===== config.mk =====
export PLATFORM = sky130hd
export DESIGN_NAME = mlfq_three_level_scheduler
export DESIGN_NICKNAME = d
export VERILOG_FILES = /design/src/sv/mlfq_pkg.sv /design/src/sv/mlfq_ctrl.sv /design/src/sv/mlfq_datapath.sv /design/src/sv/mlfq_three_level_scheduler.sv
export SDC_FILE = /design/constraint.sdc
export NUM_CORES = 1
export LEC_CHECK = 0
export BUFFER_PORTS_ARGS = -buffer_cell sky130_fd_sc_hd__buf_4
export CORE_ASPECT_RATIO = 1.4
export CORE_UTILIZATION = 55
export CTS_BUF_LIST = sky130_fd_sc_hd__clkbuf_16
export DETAILED_ROUTE_END_ITERATION = 6
export PLACE_DENSITY = 0.78
export SLEW_MARGIN = 15
export SYNTH_ARGS = -nofsm -noshare
export SYNTH_HDL_FRONTEND = slang
export SYNTH_SLANG_ARGS = --single-unit

===== constraint.sdc =====
create_clock -name i_clk -period 4.75 [get_ports i_clk]
set_clock_uncertainty 0.15 [all_clocks]
set_input_delay 0.2375 -clock i_clk [delete_from_list [all_inputs] [get_ports i_clk]]
set_output_delay 0.2375 -clock i_clk [all_outputs]
set_load 0.01 [all_outputs]

===== src/sv/mlfq_pkg.sv =====
// ============================================================================
// mlfq_pkg
// Shared widths, codes and controller/datapath interface types for the
// three-level feedback queue scheduler.
// ============================================================================
`default_nettype none

package mlfq_pkg;

    localparam int LEVELS    = 3;
    localparam int TASK_W    = 4;
    localparam int LVL_W     = 2;
    localparam int QNT_W     = 8;
    localparam int SVC_IN_W  = 16;
    localparam int CFG_IDX_W = 2;
    localparam int CFG_W     = 8;

    // input function codes
    localparam logic FUNC_ARRIVAL = 1'b0;
    localparam logic FUNC_TICK    = 1'b1;

    // configuration register indexes
    localparam logic [CFG_IDX_W-1:0] CFG_QUANTUM_L0 = 2'd0;
    localparam logic [CFG_IDX_W-1:0] CFG_QUANTUM_L1 = 2'd1;
    localparam logic [CFG_IDX_W-1:0] CFG_QUANTUM_L2 = 2'd2;

    // queue levels
    localparam logic [LVL_W-1:0] LVL0 = 2'd0;
    localparam logic [LVL_W-1:0] LVL1 = 2'd1;
    localparam logic [LVL_W-1:0] LVL2 = 2'd2;

    // quantum reset values
    localparam logic [QNT_W-1:0] QUANTUM_L0_RST = 8'd4;
    localparam logic [QNT_W-1:0] QUANTUM_L1_RST = 8'd8;
    localparam logic [QNT_W-1:0] QUANTUM_L2_RST = 8'd12;

    typedef struct packed {
        logic arrive;   // apply the arrival on the input ports
        logic charge;   // charge one tick to the running task
        logic pop;      // start the head of the highest non-empty level
        logic load;     // capture the result registers
    } t_dp_cmd;

    typedef struct packed {
        logic running_valid;
        logic any_queued;
    } t_dp_status;

endpackage

`default_nettype wire


===== src/sv/mlfq_ctrl.sv =====
// ============================================================================
// mlfq_ctrl
// Sequencing state machine: accepts transactions, steps a tick through
// charge, select and load, and holds the result until it is taken.
// ============================================================================
`default_nettype none

module mlfq_ctrl (
    input  wire                       i_clk,
    input  wire                       i_rst_n,
    input  wire                       i_in_valid,
    input  wire                       i_func,
    output logic                      o_in_stall,
    output logic                      o_out_valid,
    input  wire                       i_out_stall,
    input  wire mlfq_pkg::t_dp_status i_status,
    output mlfq_pkg::t_dp_cmd         o_cmd
);

    typedef enum logic [2:0] {
        S_IDLE,
        S_CHARGE,
        S_SELECT,
        S_LOAD,
        S_OUT
    } t_state;

    t_state r_state, n_state;
    logic   r_in_stall;
    logic   r_out_valid;
    logic   in_take;

    assign in_take = i_in_valid && !r_in_stall;

    always_comb begin
        n_state = r_state;
        unique case (r_state)
            S_IDLE: begin
                if (in_take && (i_func == mlfq_pkg::FUNC_TICK)) begin
                    n_state = S_CHARGE;
                end
            end
            S_CHARGE: n_state = S_SELECT;
            S_SELECT: n_state = S_LOAD;
            S_LOAD:   n_state = S_OUT;
            S_OUT: begin
                if (!i_out_stall) begin
                    n_state = S_IDLE;
                end
            end
            default:  n_state = S_IDLE;
        endcase
    end

    always_ff @(posedge i_clk) begin
        if (!i_rst_n) begin
            r_state     <= S_IDLE;
            r_in_stall  <= 1'b0;
            r_out_valid <= 1'b0;
        end else begin
            r_state     <= n_state;
            r_in_stall  <= (n_state != S_IDLE);
            r_out_valid <= (n_state == S_OUT);
        end
    end

    always_comb begin
        o_cmd        = '0;
        o_cmd.arrive = (r_state == S_IDLE) && in_take && (i_func == mlfq_pkg::FUNC_ARRIVAL);
        o_cmd.charge = (r_state == S_CHARGE);
        o_cmd.pop    = (r_state == S_SELECT) && !i_status.running_valid
                       && i_status.any_queued;
        o_cmd.load   = (r_state == S_LOAD);
    end

    assign o_in_stall  = r_in_stall;
    assign o_out_valid = r_out_valid;

endmodule

`default_nettype wire


===== src/sv/mlfq_datapath.sv =====
// ============================================================================
// mlfq_datapath
// Level queues, service store, running-task registers, quantum registers
// and result registers of the scheduler.
// ============================================================================
`default_nettype none

module mlfq_datapath #(
    parameter int MAX_TASKS    = 16,
    parameter int SERVICE_BITS = 16
) (
    input  wire                                 i_clk,
    input  wire                                 i_rst_n,
    input  wire mlfq_pkg::t_dp_cmd              i_cmd,
    output mlfq_pkg::t_dp_status                o_status,
    input  wire  [mlfq_pkg::TASK_W-1:0]         i_task_id,
    input  wire  [mlfq_pkg::SVC_IN_W-1:0]       i_service_time,
    input  wire                                 i_cfg_we,
    input  wire  [mlfq_pkg::CFG_IDX_W-1:0]      i_cfg_idx,
    input  wire  [mlfq_pkg::CFG_W-1:0]          i_cfg_data,
    output logic                                o_finished_valid,
    output logic [mlfq_pkg::TASK_W-1:0]         o_finished_task,
    output logic                                o_demoted_valid,
    output logic [mlfq_pkg::TASK_W-1:0]         o_demoted_task,
    output logic [mlfq_pkg::LVL_W-1:0]          o_demoted_level,
    output logic                                o_run_valid,
    output logic [mlfq_pkg::TASK_W-1:0]         o_run_task,
    output logic [mlfq_pkg::LVL_W-1:0]          o_run_level,
    output logic [mlfq_pkg::QNT_W-1:0]          o_quantum_left
);

    localparam int LEVELS = mlfq_pkg::LEVELS;
    localparam int TW     = mlfq_pkg::TASK_W;
    localparam int LW     = mlfq_pkg::LVL_W;
    localparam int QW     = mlfq_pkg::QNT_W;
    localparam int SW     = SERVICE_BITS;
    localparam int IW     = $clog2(MAX_TASKS);
    localparam int PW     = $clog2(MAX_TASKS);
    localparam int CW     = $clog2(MAX_TASKS + 1);
    localparam int QDEPTH = LEVELS * MAX_TASKS;
    localparam int AW     = $clog2(QDEPTH);
    localparam logic [CW-1:0] CNT_MAX = CW'(MAX_TASKS);
    localparam logic [PW-1:0] PTR_LAST = PW'(MAX_TASKS - 1);

    // storage
    logic [TW-1:0] r_qmem   [QDEPTH];
    logic [SW-1:0] r_svcmem [MAX_TASKS];
    logic [SW-1:0] r_svc_rd;
    logic [TW-1:0] r_q_rd;

    logic [QW-1:0] r_qreg  [LEVELS];
    logic [PW-1:0] r_head  [LEVELS];
    logic [PW-1:0] r_tail  [LEVELS];
    logic [CW-1:0] r_count [LEVELS];

    logic          r_run_valid;
    logic [TW-1:0] r_run_task;
    logic [LW-1:0] r_run_level;
    logic [QW-1:0] r_quantum;
    logic          r_popped;
    logic          r_fin_v;
    logic [TW-1:0] r_fin_t;
    logic          r_dem_v;
    logic [TW-1:0] r_dem_t;
    logic [LW-1:0] r_dem_l;

    // decoded signals
    logic [31:0]   svc_in_w, id_w, run_w, wa_w, ra_w;
    logic [SW-1:0] svc_in;
    logic [IW-1:0] arr_idx, run_idx;
    logic          arr_ok;
    logic [SW-1:0] svc_dec;
    logic [QW-1:0] q_dec;
    logic [LW-1:0] tgt;
    logic [LW-1:0] sel_lv;
    logic          push_en;
    logic [LW-1:0] push_lv;
    logic [TW-1:0] push_id;
    logic          svc_we;
    logic [IW-1:0] svc_waddr;
    logic [SW-1:0] svc_wdata;
    logic [AW-1:0] q_waddr, q_raddr;
    logic [QW-1:0] q_sel, q_load;
    logic [TW-1:0] run_task_n;
    logic          charge_run;
    logic          run_done;

    assign svc_in_w = 32'(i_service_time);
    assign svc_in   = svc_in_w[SW-1:0];
    assign id_w     = 32'(i_task_id);
    assign arr_idx  = id_w[IW-1:0];
    assign run_w    = 32'(r_run_task);
    assign run_idx  = run_w[IW-1:0];
    assign arr_ok   = (svc_in != '0) && (id_w < 32'(MAX_TASKS))
                      && (r_count[0] < CNT_MAX);

    assign svc_dec    = (r_svc_rd != '0) ? r_svc_rd - SW'(1) : '0;
    assign q_dec      = (r_quantum != '0) ? r_quantum - QW'(1) : '0;
    assign tgt        = (r_run_level < mlfq_pkg::LVL2) ? r_run_level + LW'(1)
                                                      : mlfq_pkg::LVL2;
    assign charge_run = i_cmd.charge && r_run_valid;
    // finished, or quantum spent: the slot empties either way
    assign run_done   = (svc_dec == '0) || (q_dec == '0);

    always_comb begin
        if (r_count[0] != '0) begin
            sel_lv = mlfq_pkg::LVL0;
        end else if (r_count[1] != '0) begin
            sel_lv = mlfq_pkg::LVL1;
        end else begin
            sel_lv = mlfq_pkg::LVL2;
        end
    end

    assign o_status.running_valid = r_run_valid;
    assign o_status.any_queued    = (r_count[0] != '0) || (r_count[1] != '0)
                                    || (r_count[2] != '0);

    // push: arrival to level 0, or demotion to the target level if it has room
    always_comb begin
        push_en = 1'b0;
        push_lv = mlfq_pkg::LVL0;
        push_id = i_task_id;
        if (i_cmd.arrive) begin
            push_en = arr_ok;
        end else if (charge_run) begin
            push_lv = tgt;
            push_id = r_run_task;
            push_en = (svc_dec != '0) && (q_dec == '0) && (r_count[tgt] < CNT_MAX);
        end
    end

    always_comb begin
        svc_we    = (i_cmd.arrive && arr_ok) || charge_run;
        svc_waddr = i_cmd.charge ? run_idx : arr_idx;
        svc_wdata = i_cmd.charge ? svc_dec : svc_in;
    end

    assign wa_w    = 32'(push_lv) * MAX_TASKS + 32'(r_tail[push_lv]);
    assign q_waddr = wa_w[AW-1:0];
    assign ra_w    = 32'(sel_lv) * MAX_TASKS + 32'(r_head[sel_lv]);
    assign q_raddr = ra_w[AW-1:0];

    assign q_sel  = r_qreg[sel_lv];
    assign q_load = (q_sel != '0) ? q_sel : QW'(1);

    assign run_task_n = r_popped ? r_q_rd : r_run_task;

    // memories
    always_ff @(posedge i_clk) begin
        if (push_en) begin
            r_qmem[q_waddr] <= push_id;
        end
        r_q_rd <= r_qmem[q_raddr];
    end

    always_ff @(posedge i_clk) begin
        if (svc_we) begin
            r_svcmem[svc_waddr] <= svc_wdata;
        end
        r_svc_rd <= r_svcmem[run_idx];
    end

    // control state
    always_ff @(posedge i_clk) begin
        if (!i_rst_n) begin
            r_qreg[0]   <= mlfq_pkg::QUANTUM_L0_RST;
            r_qreg[1]   <= mlfq_pkg::QUANTUM_L1_RST;
            r_qreg[2]   <= mlfq_pkg::QUANTUM_L2_RST;
            for (int l = 0; l < LEVELS; l++) begin
                r_head[l]  <= '0;
                r_tail[l]  <= '0;
                r_count[l] <= '0;
            end
            r_run_valid <= 1'b0;
            r_run_task  <= '0;
            r_run_level <= '0;
            r_quantum   <= '0;
            r_popped    <= 1'b0;
            r_fin_v     <= 1'b0;
            r_fin_t     <= '0;
            r_dem_v     <= 1'b0;
            r_dem_t     <= '0;
            r_dem_l     <= '0;
        end else begin
            if (i_cfg_we) begin
                unique case (i_cfg_idx)
                    mlfq_pkg::CFG_QUANTUM_L0: r_qreg[0] <= i_cfg_data;
                    mlfq_pkg::CFG_QUANTUM_L1: r_qreg[1] <= i_cfg_data;
                    mlfq_pkg::CFG_QUANTUM_L2: r_qreg[2] <= i_cfg_data;
                    default: ;
                endcase
            end

            for (int l = 0; l < LEVELS; l++) begin
                if (push_en && (push_lv == LW'(l))) begin
                    r_tail[l]  <= (r_tail[l] == PTR_LAST) ? '0 : r_tail[l] + PW'(1);
                    r_count[l] <= r_count[l] + CW'(1);
                end
                if (i_cmd.pop && (sel_lv == LW'(l))) begin
                    r_head[l]  <= (r_head[l] == PTR_LAST) ? '0 : r_head[l] + PW'(1);
                    r_count[l] <= r_count[l] - CW'(1);
                end
            end

            if (i_cmd.charge) begin
                r_fin_v <= r_run_valid && (svc_dec == '0);
                r_fin_t <= r_run_task;
                r_dem_v <= r_run_valid && (svc_dec != '0) && (q_dec == '0);
                r_dem_t <= r_run_task;
                r_dem_l <= tgt;
                if (r_run_valid) begin
                    r_quantum <= q_dec;
                    if (run_done) begin
                        r_run_valid <= 1'b0;
                    end
                end
            end

            r_popped <= i_cmd.pop;
            if (i_cmd.pop) begin
                r_run_valid <= 1'b1;
                r_run_level <= sel_lv;
                r_quantum   <= q_load;
            end

            // popped id arrives from the registered queue memory read in the cycle after the pop
            if (i_cmd.load) begin
                r_run_task <= run_task_n;
            end
        end
    end

    // result registers
    always_ff @(posedge i_clk) begin
        if (i_cmd.load) begin
            o_finished_valid <= r_fin_v;
            o_finished_task  <= r_fin_v ? r_fin_t : '0;
            o_demoted_valid  <= r_dem_v;
            o_demoted_task   <= r_dem_v ? r_dem_t : '0;
            o_demoted_level  <= r_dem_v ? r_dem_l : '0;
            o_run_valid      <= r_run_valid;
            o_run_task       <= r_run_valid ? run_task_n : '0;
            o_run_level      <= r_run_valid ? r_run_level : '0;
            o_quantum_left   <= r_run_valid ? r_quantum : '0;
        end
    end

endmodule

`default_nettype wire


===== src/sv/mlfq_three_level_scheduler.sv =====
// ============================================================================
// mlfq_three_level_scheduler
// Three-level feedback queue scheduler, non-preemptive between levels.
// ============================================================================
// Usage:
//   Input channel (i_in_valid / o_in_stall) carries one transaction per
//   arrival (i_func = 0) or tick (i_func = 1). An arrival is absorbed in the
//   cycle it is accepted and produces no result; the next transaction may
//   follow in the next cycle.
//   A tick passes through charge, select and load steps (paced by the
//   registered reads of the service store and the queue memory), and its
//   result appears on o_out_valid after the load step. The input stalls
//   from acceptance until the cycle after the result is taken, so a new
//   tick is accepted only after the last result is taken, and any output
//   stall holds it off further.
//   Output channel (o_out_valid / i_out_stall): the result is held stable
//   while i_out_stall is high.
//   Configuration: i_cfg_we writes i_cfg_data to quantum register i_cfg_idx
//   in the same cycle; indexes beyond the list are ignored. Write only when
//   no tick is in flight.
//   Reset (synchronous, active low) empties all queues, clears the running
//   slot and restores quanta 4, 8 and 12. No clearing pass is needed.
// ============================================================================
`default_nettype none

module mlfq_three_level_scheduler #(
    parameter int MAX_TASKS    = 16,
    parameter int SERVICE_BITS = 16
) (
    input  wire                             i_clk,
    input  wire                             i_rst_n,
    input  wire                             i_in_valid,
    output logic                            o_in_stall,
    input  wire                             i_func,
    input  wire  [mlfq_pkg::TASK_W-1:0]     i_task_id,
    input  wire  [mlfq_pkg::SVC_IN_W-1:0]   i_service_time,
    input  wire                             i_cfg_we,
    input  wire  [mlfq_pkg::CFG_IDX_W-1:0]  i_cfg_idx,
    input  wire  [mlfq_pkg::CFG_W-1:0]      i_cfg_data,
    output logic                            o_out_valid,
    input  wire                             i_out_stall,
    output logic                            o_finished_valid,
    output logic [mlfq_pkg::TASK_W-1:0]     o_finished_task,
    output logic                            o_demoted_valid,
    output logic [mlfq_pkg::TASK_W-1:0]     o_demoted_task,
    output logic [mlfq_pkg::LVL_W-1:0]      o_demoted_level,
    output logic                            o_run_valid,
    output logic [mlfq_pkg::TASK_W-1:0]     o_run_task,
    output logic [mlfq_pkg::LVL_W-1:0]      o_run_level,
    output logic [mlfq_pkg::QNT_W-1:0]      o_quantum_left
);

    mlfq_pkg::t_dp_cmd    cmd;
    mlfq_pkg::t_dp_status status;

    mlfq_ctrl u_ctrl (
        .i_clk       (i_clk),
        .i_rst_n     (i_rst_n),
        .i_in_valid  (i_in_valid),
        .i_func      (i_func),
        .o_in_stall  (o_in_stall),
        .o_out_valid (o_out_valid),
        .i_out_stall (i_out_stall),
        .i_status    (status),
        .o_cmd       (cmd)
    );

    mlfq_datapath #(
        .MAX_TASKS    (MAX_TASKS),
        .SERVICE_BITS (SERVICE_BITS)
    ) u_datapath (
        .i_clk            (i_clk),
        .i_rst_n          (i_rst_n),
        .i_cmd            (cmd),
        .o_status         (status),
        .i_task_id        (i_task_id),
        .i_service_time   (i_service_time),
        .i_cfg_we         (i_cfg_we),
        .i_cfg_idx        (i_cfg_idx),
        .i_cfg_data       (i_cfg_data),
        .o_finished_valid (o_finished_valid),
        .o_finished_task  (o_finished_task),
        .o_demoted_valid  (o_demoted_valid),
        .o_demoted_task   (o_demoted_task),
        .o_demoted_level  (o_demoted_level),
        .o_run_valid      (o_run_valid),
        .o_run_task       (o_run_task),
        .o_run_level      (o_run_level),
        .o_quantum_left   (o_quantum_left)
    );

    // a pending result always blocks the input side
    a_stall_while_result: assert property (@(posedge i_clk) disable iff (!i_rst_n)
        o_out_valid |-> o_in_stall)
        else $error("input accepted while a result is pending");

    // an accepted tick yields its result after the three internal steps
    a_tick_latency: assert property (@(posedge i_clk) disable iff (!i_rst_n)
        (i_in_valid && !o_in_stall && (i_func == mlfq_pkg::FUNC_TICK))
        |-> ##4 o_out_valid)
        else $error("tick result not presented on time");

    // a task cannot both finish and be demoted in one tick
    a_fin_dem_exclusive: assert property (@(posedge i_clk) disable iff (!i_rst_n)
        o_out_valid |-> !(o_finished_valid && o_demoted_valid))
        else $error("finish and demotion reported together");

    // an idle slot reports no quantum
    a_idle_no_quantum: assert property (@(posedge i_clk) disable iff (!i_rst_n)
        (o_out_valid && !o_run_valid) |-> (o_quantum_left == '0))
        else $error("quantum reported with no task running");

endmodule

`default_nettype wire

==> results_dict.tcl <==
set metrics [dict create \
    grt-ovfl-total 0 \
    finalSetupTns_ns 0 \
    routed_via_density 6.31 \
    grt_pass1_vias 15400 \
    cts_buffers 54 \
    avgSynthCellArea_sq_um 14.6 \
    wirelength_met1_um 20900 \
    clockBufferDepth 3 \
    ios 65 \
    coreArea_sq_um 44200 \
    critical_path.startpoint "u_datapath.r_count[1][1]" \
    min_to "u_datapath.r_svcmem[7][0]" \
    cts_resized 0 \
    clkSinkCount 587 \
    drtAntennaViolNets 0 \
    gp_congestion 0.922 \
    synth_area_leaders "edfxtp_1, mux4_2, dfxtp_1" \
    fin_crit_sh 0.843 \
    die_y_um 253 \
    synth-seq-cells 587 \
    r2r_slack_ns 0.74 \
    finalHoldViolCount 0 \
    drive_above_1_share 0.183 \
    wl_per_cell_um 24.3 \
    fin_cells 2404 \
    wirelength_um 58400 \
    syn-num-nets 1746 \
    portBuffers 64 \
    cts_setup_buffers 0 \
    antenna_found_initial 1 \
    groute.usage.overall 0.258 \
    cts_root_buf "clkbuf_16" \
    crit_arrival_ns 4.31 \
    htree_levels 2 \
    ys_types 73 \
    synth.largest_area_cell "edfxtp_1" \
    min_period_ns 4.01 \
    synth_top_area_frac 0.654 \
    slew-limit-headroom 0.188 \
    peakVddDrop_uv 357 \
    hold_path.class "in -> reg" \
    path_class "reg -> reg" \
    hp-start "i_service_time[0]" \
    hold_depth 4 \
    grt_pass1_wl_um 88900 \
    synth_most_common_cell "edfxtp_1" \
    synthArstFlopShare 0 \
    nNetsFinal 1856 \
    end_kind "flip-flop" \
    dr.pass1.iters 6 \
    yosysSeqAreaShare 0.693 \
    syn-instance-count 1691 \
    met3_wirelength_um 3770 \
    cts_hold_buf 16 \
    die_w_um 181 \
    drv_cap 0 \
    cts.clk_slew.worst_paths_ns 0.07 \
    p_per_area_nw_per_um2 407 \
    crit_path_max_fanout 47 \
    drc_errors 0 \
    cp.required_ns 5.06 \
    synth_top_flop_cell "edfxtp_1" \
    leakagePower_nw 9.44 \
    timing.rr.start "u_datapath.r_count[1][1]" \
    ff2ff_path_depth 9 \
    grt_max_degree 50 \
    vias 15200 \
    fmax_ghz 0.250 \
    cts_tree "done" \
    area_growth_pct 13.6 \
    worst_pin_slew_ns 1.21 \
    rsz0062_at_grt "no" \
    synth_commonest_cells "edfxtp_1, nand2_1, nor2_1" \
    status "completed" \
    drtIter0Drc 1656 \
    initial_core_util 0.559 \
    crit_path_start_kind "flip-flop" \
    clk_latency_ns 0.58 \
    dieArea_sq_um 45800 \
    synth_edf_count 538 \
    rows 91 \
    synth.yosys.warnings 0 \
    diodes 0 \
    setup-violations-final 0 \
    dp_cells 2287 \
    syn_area_sq_um 24700 \
    top_layer "met5" \
    met2WireLength_um 30600 \
    r2r_end "u_datapath.r_q_rd[1]" \
    slew_viol_final 0 \
    hpwl_um 39000 \
    fillers 3117 \
]
==> logic make-up (layout without fill, tap and decap cells) <==
kind of cell | after synthesis | after routing | synth area share
adders and majority gates | 19 | 19 | 0.0102
muxes | 140 | 140 | 0.0972
buffers and inverters | 122 | 277 | 0.0201
xor gates and xnor gates | 24 | 24 | 0.00850
AOI/OAI and AO/OA | 215 | 215 | 0.0574
DFF | 587 | 587 | 0.693
and+or+nand+nor | 584 | 584 | 0.113
==> worst max-delay path by stage <==
stage	end	slack (ns)	depth (start not counted)
2_1_floorplan	u_datapath.r_qmem[0][2]	1.12	5
3_3_place_gp	u_datapath.r_q_rd[1]	0.88	9
3_5_place_dp	u_datapath.r_q_rd[1]	0.81	9
4_1_cts	u_datapath.r_q_rd[1]	0.78	9
5_1_grt	u_datapath.r_qmem[35][1]	0.50	10
6_report	u_datapath.r_q_rd[1]	0.74	9
==> worst max-delay path, stage by stage (launching register included) <==
cell	delay (ns)
edfxtp_1	0.43
or4_1	0.64
o21ai_2	0.43
a31o_4	0.69
buf_4	0.33
mux2i_1	0.22
mux2i_1	0.09
o2111ai_1	0.21
a21oi_1	0.12
or4_1	0.53
==> per-layer routing <==
layer,track usage,vias to the layer above
met3,0.0328,185
met2,0.460,675
met4,0.134,2
met5,0,-
li1,-,6722
met1,0.308,7574
==> flip-flops by register name (all words and copies together), names as in the netlist, 3 cells and up <==
name,cells
u_ctrl.r_state,3
u_datapath.o_demoted_task,4
u_datapath.o_finished_task,4
u_datapath.o_quantum_left,8
u_datapath.o_run_task,4
u_datapath.r_count,15
u_datapath.r_fin_t,4
u_datapath.r_head,12
u_datapath.r_q_rd,4
u_datapath.r_qmem,192
u_datapath.r_qreg,24
u_datapath.r_quantum,8
u_datapath.r_run_task,4
u_datapath.r_svc_rd,16
u_datapath.r_svcmem,256
u_datapath.r_tail,12
==> cell usage in the layout (no fill, tap or decap), types with 10 or more instances in the layout <==
cell type	Yosys	routed
nor2_1	120	103
nor3b_1	13	13
a21oi_1	60	60
nor3_1	35	35
nand2_1	209	209
clkinv_2	0	16
a311oi_1	13	13
nand3_1	87	87
clkbuf_16	0	55
nor2_2	0	17
buf_4	3	124
mux2i_1	60	60
mux4_2	80	80
dlygate4sd3_1	0	16
a2111oi_0	13	13
ha_1	17	17
nor4_1	16	16
and2_1	32	32
o21ai_0	47	41
dfxtp_1	49	47
inv_1	34	41
clkinv_1	1	10
edfxtp_1	538	538
xnor2_1	18	18
==> through the flow <==
step / worst slack, ns / area (sq um) / hold WS [ns] / power (mW) / utilization
2_1_floorplan: 1.12 / 24700 / 0.246 / 6.73 / -
3_3_place_gp: 0.875 / 26100 / 0.288 / 7.11 / 0.591
3_5_place_dp: 0.807 / 26100 / 0.312 / 7.14 / 0.591
4_1_cts: 0.777 / 28100 / 0.00854 / 11.5 / 0.635
5_1_grt: 0.502 / 28100 / 0.0522 / 11.8 / 0.635
6_report: 0.744 / 28100 / 0.0417 / 11.4 / 0.635
==> report_power, final <==
part | switching (mW) | internal (mW)
Combinational | 0.780 | 0.386
Sequential | 0.0965 | 5.81
Clock | 1.87 | 2.49
==> layout make-up <==
type | instances | area, sq um | area share
multi-input combinational | 982 | 7200 | 0.257
inverter | 35 | 131 | 0.00468
clock buffer | 55 | 1380 | 0.0490
sequential | 587 | 17100 | 0.611
tap | 558 | 698 | 0.0249
clock inverter | 46 | 409 | 0.0146
timing repair buffer | 141 | 1110 | 0.0396
Note: power is estimated with default switching activity, not from simulation.
